===== src/rtl/xkd_pkg.sv =====
// Shared types, constants and the mixing function of the XXTEA keystream decrypt unit.
package xkd_pkg;

	localparam logic [31:0] MIX_DELTA = 32'h9e3779b9;

	// Configuration register indexes
	localparam logic [1:0] REG_KEY_A = 2'd0;
	localparam logic [1:0] REG_KEY_B = 2'd1;
	localparam logic [1:0] REG_KEY_C = 2'd2;
	localparam logic [1:0] REG_KEY_D = 2'd3;

	// Commands from controller to datapath
	typedef struct packed {
		logic latch;       // capture the accepted item
		logic build_init;  // restart table expansion counters
		logic bld_rd_cur;  // read table word at the build pointer
		logic bld_rd_nxt;  // read the neighbor word, hold the current one
		logic bld_write;   // write the mixed word, advance the pointer
		logic word_rd;     // read the keystream word for the held item
		logic commit;      // load result registers, update file state
	} xkd_cmd_t;

	// Status from datapath to controller
	typedef struct packed {
		logic key_absent;
		logic build_last;
	} xkd_stat_t;

	// One XXTEA mixing step on a word pair
	function automatic logic [31:0] mix(input logic [31:0] z, input logic [31:0] y,
			input logic [31:0] sum, input logic [31:0] k);
		logic [31:0] a;
		logic [31:0] b;
		a = ((z >> 5) ^ (y << 2)) + ((y >> 3) ^ (z << 4));
		b = (sum ^ y) + (k ^ z);
		return a ^ b;
	endfunction

endpackage


===== src/rtl/xkd_ctrl.sv =====
// Controller state machine: accept, table expansion sequence, word read, result load.
module xkd_ctrl (
	input  logic             clk,
	input  logic             arst_n,
	input  logic             in_valid,
	output logic             in_ready,
	output logic             out_valid,
	input  logic             out_ready,
	input  logic             cfg_valid,
	input  xkd_pkg::xkd_stat_t stat,
	output xkd_pkg::xkd_cmd_t  cmd
);
	import xkd_pkg::*;

	typedef enum logic [2:0] {
		S_IDLE, S_BLD0, S_BLD1, S_BLD2, S_RD, S_DONE
	} state_t;

	state_t state_q;
	logic   table_ready_q;
	logic   out_valid_q;
	logic   accept;
	logic   slot_free;

	assign in_ready  = (state_q == S_IDLE);
	assign out_valid = out_valid_q;
	assign accept    = in_valid && in_ready;
	assign slot_free = !out_valid_q || out_ready;

	// Decode commands from state
	always_comb begin
		cmd            = '0;
		cmd.latch      = accept;
		cmd.build_init = accept && !stat.key_absent && !table_ready_q;
		cmd.bld_rd_cur = (state_q == S_BLD0);
		cmd.bld_rd_nxt = (state_q == S_BLD1);
		cmd.bld_write  = (state_q == S_BLD2);
		cmd.word_rd    = (state_q == S_RD);
		cmd.commit     = (state_q == S_DONE) && slot_free;
	end

	// Hold state, table status and output valid
	always_ff @(posedge clk or negedge arst_n) begin
		if (!arst_n) begin
			state_q       <= S_IDLE;
			table_ready_q <= 1'b0;
			out_valid_q   <= 1'b0;
		end else begin
			if (cmd.commit) begin
				out_valid_q <= 1'b1;
			end else if (out_ready) begin
				out_valid_q <= 1'b0;
			end
			if (cfg_valid) begin
				table_ready_q <= 1'b0;
			end
			unique case (state_q)
				S_IDLE: begin
					if (accept) begin
						if (stat.key_absent) begin
							state_q <= S_DONE;
						end else if (!table_ready_q) begin
							state_q <= S_BLD0;
						end else begin
							state_q <= S_RD;
						end
					end
				end
				S_BLD0: state_q <= S_BLD1;
				S_BLD1: state_q <= S_BLD2;
				S_BLD2: begin
					if (stat.build_last) begin
						table_ready_q <= 1'b1;
						state_q       <= S_RD;
					end else begin
						state_q <= S_BLD0;
					end
				end
				S_RD: state_q <= S_DONE;
				S_DONE: begin
					if (slot_free) begin
						state_q <= S_IDLE;
					end
				end
				default: state_q <= S_IDLE;
			endcase
		end
	end

endmodule


===== config.mk =====
export PLATFORM = sky130hd
export DESIGN_NAME = xkd_ctrl
export DESIGN_NICKNAME = d
export VERILOG_FILES = /design/src/rtl/xkd_pkg.sv /design/src/rtl/xkd_ctrl.sv
export SDC_FILE = /design/constraint.sdc
export NUM_CORES = 1
export LEC_CHECK = 0
export BUFFER_PORTS_ARGS = -buffer_cell sky130_fd_sc_hd__buf_4
export CORE_AREA = 2 2 39 41
export CTS_CLUSTER_DIAMETER = 120
export CTS_CLUSTER_SIZE = 30
export DETAILED_ROUTE_END_ITERATION = 8
export DIE_AREA = 0 0 41 43
export GPL_ROUTABILITY_DRIVEN = 0
export HOLD_SLACK_MARGIN = 0.05
export PLACE_DENSITY = 0.47
export SLEW_MARGIN = 20
export SYNTH_ARGS = -nofsm -noshare
export SYNTH_HDL_FRONTEND = slang
export SYNTH_SLANG_ARGS = --single-unit

===== constraint.sdc =====
create_clock -name clk -period 2.9 [get_ports clk]
set_clock_uncertainty 0.2 [all_clocks]
set_input_delay 0.145 -clock clk [delete_from_list [all_inputs] [get_ports clk]]
set_output_delay 0.145 -clock clk [all_outputs]
set_load 0.01 [all_outputs]

==> results.md <==
## Flow run
• **max-capacitance violation count** 0

## Finish
• **commonest cells after routing, fill and taps aside** sky130_fd_sc_hd__buf_4, sky130_fd_sc_hd__dlygate4sd3_1, sky130_fd_sc_hd__dfrtp_1
• **area occupied by multi-input gates** 168 sq um
• **Layout Area Growth over Synthesis** 62.0%
• **commonest non-fill, non-tap cell in the layout** sky130_fd_sc_hd__buf_4
• **register cell area after layout** 125 sq um
• **total of fill cells in the finished design** 145
• **ratio of cells with drive above 1 in the final layout** 0.345
• **Antenna Diode Count** 0
• **Final Net Count** 66
• **filler-free cell count of the finished design** 74

## CTS
• **clk buf depth** 2
• **later-pin clock latency in the skew report** 0.25 ns
• **clock transition at the registers of the reported paths** 0.05 ns
• **CTS Buf Count** 3
• **Post-CTS Setup Bufs** 0
• **CTS tree** done
• **clock tree root buffer cell** sky130_fd_sc_hd__clkbuf_4
• **number of H-tree levels** 1
• **clock sinks** 5

## Logic synthesis
• **Mapped Avg Cell Area** 9.22 sq um
• **Synth Flop Type** sky130_fd_sc_hd__dfrtp_1
• **count of flip-flops with a built-in enable after synthesis** 0
• **gate count of the mapped netlist** 35
• **Post-synth ARST share** 1.00
• **Synthesized Nets** 42
• **#FFs+latches synth** 5
• **distinct cell type count of the synthesized netlist** 24
• **portion of the post-synthesis area used by sequential elements** 0.388
• **Mapped Area** 323 sq um
• **warning count from the yosys run** 0

## Setup path
• **critical path fanouts, max** 9
• **Critical Setup Path Class** flop to flop
• **critical path launch point type** flop
• **element type at the critical path end** flop
• **CP Data Arrival Time** 1.98 ns
• **critical path data required time** 2.88 ns

## STA
• **period utilization** 0.690
• **fin crit period** 2.00 ns
• **summed negative setup slack over all endpoints** 0 ns
• **max frequency** 500 MHz
• **number of slew-limit violations in the final report** 0
• **Rel. slew slack** 0.744
• **Hold Vio Cnt, Final** 0
• **RSZ-0062 raised after global routing** no
• **transition time of the tightest slew-check pin** 0.375 ns
• **total of endpoints with negative setup slack in the final report** 0

## Power
• **combinational cell fraction of total power** 0.514
• **share of total power in sequential cells** 0.305
• **switching power of the nets** 0.171 mW
• **Peak supply drop** 0.351 mV
• **Switching Fraction** 0.373
• **clock share of power** 0.181
• **leakage power total** 0.251 nW
• **internal cell power** 0.287 mW
• **areal power density over the cells** 875 mW/mm^2

## Die
• **Die Footprint** 0.00176 sq mm
• **vertical die dimension** 43 um
• **Boundary Pins** 16
• **Die X** 41 um
• **std cell rows** 14
• **effective utilization at floorplan** 0.233
• **core area** 0.00138 sq mm

## Route
• **iteration count of the initial detailed-routing pass** 4
• **average vias per placed instance** 4.38
• **drt total wl** 735 um
• **number of nets with antenna violations after routing** 0
• **DRC marker count from the first detailed-route iteration** 9
• **Avg WL per Cell** 9.93 um
• **post-detailed-route DRC marker count** 0
• **total number of vias** 324

## Global route
• **maximum number of pins on one net before global-route repair** 10
• **global-route total usage across every layer** 0.113
• **via count of the first global-routing pass** 311
• **number of antenna violations at the first check in global routing** 0
• **first-pass GRT wire length** 1.32 mm
• **overflow left after global routing** 0

## Place
• **placed wire-length estimate after detailed placement** 557 um
• **number of buffers added on ports** 15
• **placed cell count** 64

## Worst hold path
• **Tightest Hold Check Type** input port to flop

## Run status
• **status** completed

[critical path, cell delays in order (launching register included)]
cell and delay, ns:
sky130_fd_sc_hd__dfrtp_1 0.46, sky130_fd_sc_hd__nor2b_1 0.17, sky130_fd_sc_hd__a2111oi_0 0.37, sky130_fd_sc_hd__a2bb2oi_1 0.18, sky130_fd_sc_hd__dlygate4sd3_1 0.56
[Yosys cell counts, types with 2 or more instances]
library cell / count / area, sq um
sky130_fd_sc_hd__a21oi_1: 2 / 10.0
sky130_fd_sc_hd__and2_1: 2 / 12.5
sky130_fd_sc_hd__dfrtp_1: 5 / 125
sky130_fd_sc_hd__inv_1: 3 / 11.3
sky130_fd_sc_hd__o21ai_0: 3 / 15.0
sky130_fd_sc_hd__nor2_1: 2 / 7.51
[cells by family (layout without fill, tap and decap cells)]
| logic type | Yosys count | count (layout) | share of synthesized area |
|---|---|---|---|
| AO/OA/AOI/OAI | 10 | 10 | 0.209 |
| buffers and inverters | 5 | 28 | 0.0930 |
| flip-flops | 5 | 5 | 0.388 |
| AND/OR/NAND/NOR | 15 | 15 | 0.310 |
[per-layer routing]
layer	share of wire	track usage	up-vias
li1	-	-	166
met1	0.44	0.156	149
met2	0.51	0.144	9
met3	0.044	0.0628	0
met4	0	0.0400	0
met5	0	0	-
[what timing repair did]
action                                  in CTS  in global routing
resized for setup                            0                  0
endpoints found under the hold margin        8                  0
endpoints found under the setup margin       0                  0
hold buffers                                 6                  0
[path summary, 6_finish.rpt]
check / start / endpoint / slack [ns] / depth (start not counted)
setup reg to reg: state_q[0]$_DFFE_PN0P_ / state_q[0]$_DFFE_PN0P_ / 0.90 / 4
min in group asynchronous: arst_n / out_valid$_DFFE_PN0P_ / 0.62 / 3
hold / removal: stat[0] / table_ready_q$_DFF_PN0_ / 0.06 / 3
hold reg to reg: out_valid$_DFFE_PN0P_ / out_valid$_DFFE_PN0P_ / 0.34 / 2
max in group asynchronous: arst_n / state_q[1]$_DFFE_PN0P_ / 1.68 / 3
setup / recovery: state_q[0]$_DFFE_PN0P_ / state_q[0]$_DFFE_PN0P_ / 0.90 / 4
[state kept, by name, summed over array words and instances (netlist names)]
register and flops:
state_q 3, table_ready_q 1, out_valid 1
[area by class of cell]
| cell class | instances | area share |
|---|---|---|
| Multi-Input combinational cell | 25 | 0.321 |
| Clock buffer | 4 | 0.0502 |
| Inverter | 3 | 0.0215 |
| Timing Repair Buffer | 21 | 0.330 |
| Sequential cell | 5 | 0.239 |
| Tap cell | 16 | 0.0383 |
[power by group through the flow]
stage / clock (mW) / combinational (mW) / sequential, mW
finish: 0.0828 / 0.235 / 0.140
global route: 0.0915 / 0.263 / 0.148
CTS: 0.0870 / 0.238 / 0.140
detailed placement: 0 / 0.214 / 0.141
global placement: 0 / 0.219 / 0.142
floorplan: 0 / 0.158 / 0.124
[stage by stage]
step	worst slack (ns)	total power, mW	hold WS (ns)	util	area, sq um
CTS	0.899	0.465	0.0597	0.378	523
global placement	1.38	0.361	-0.248	0.316	437
global route	0.778	0.502	0.0834	0.378	523
detailed placement	1.34	0.355	-0.248	0.316	437
floorplan	1.36	0.282	-0.351	-	323
finish	0.900	0.458	0.0599	0.378	523
(Power assumes the default switching activity.)
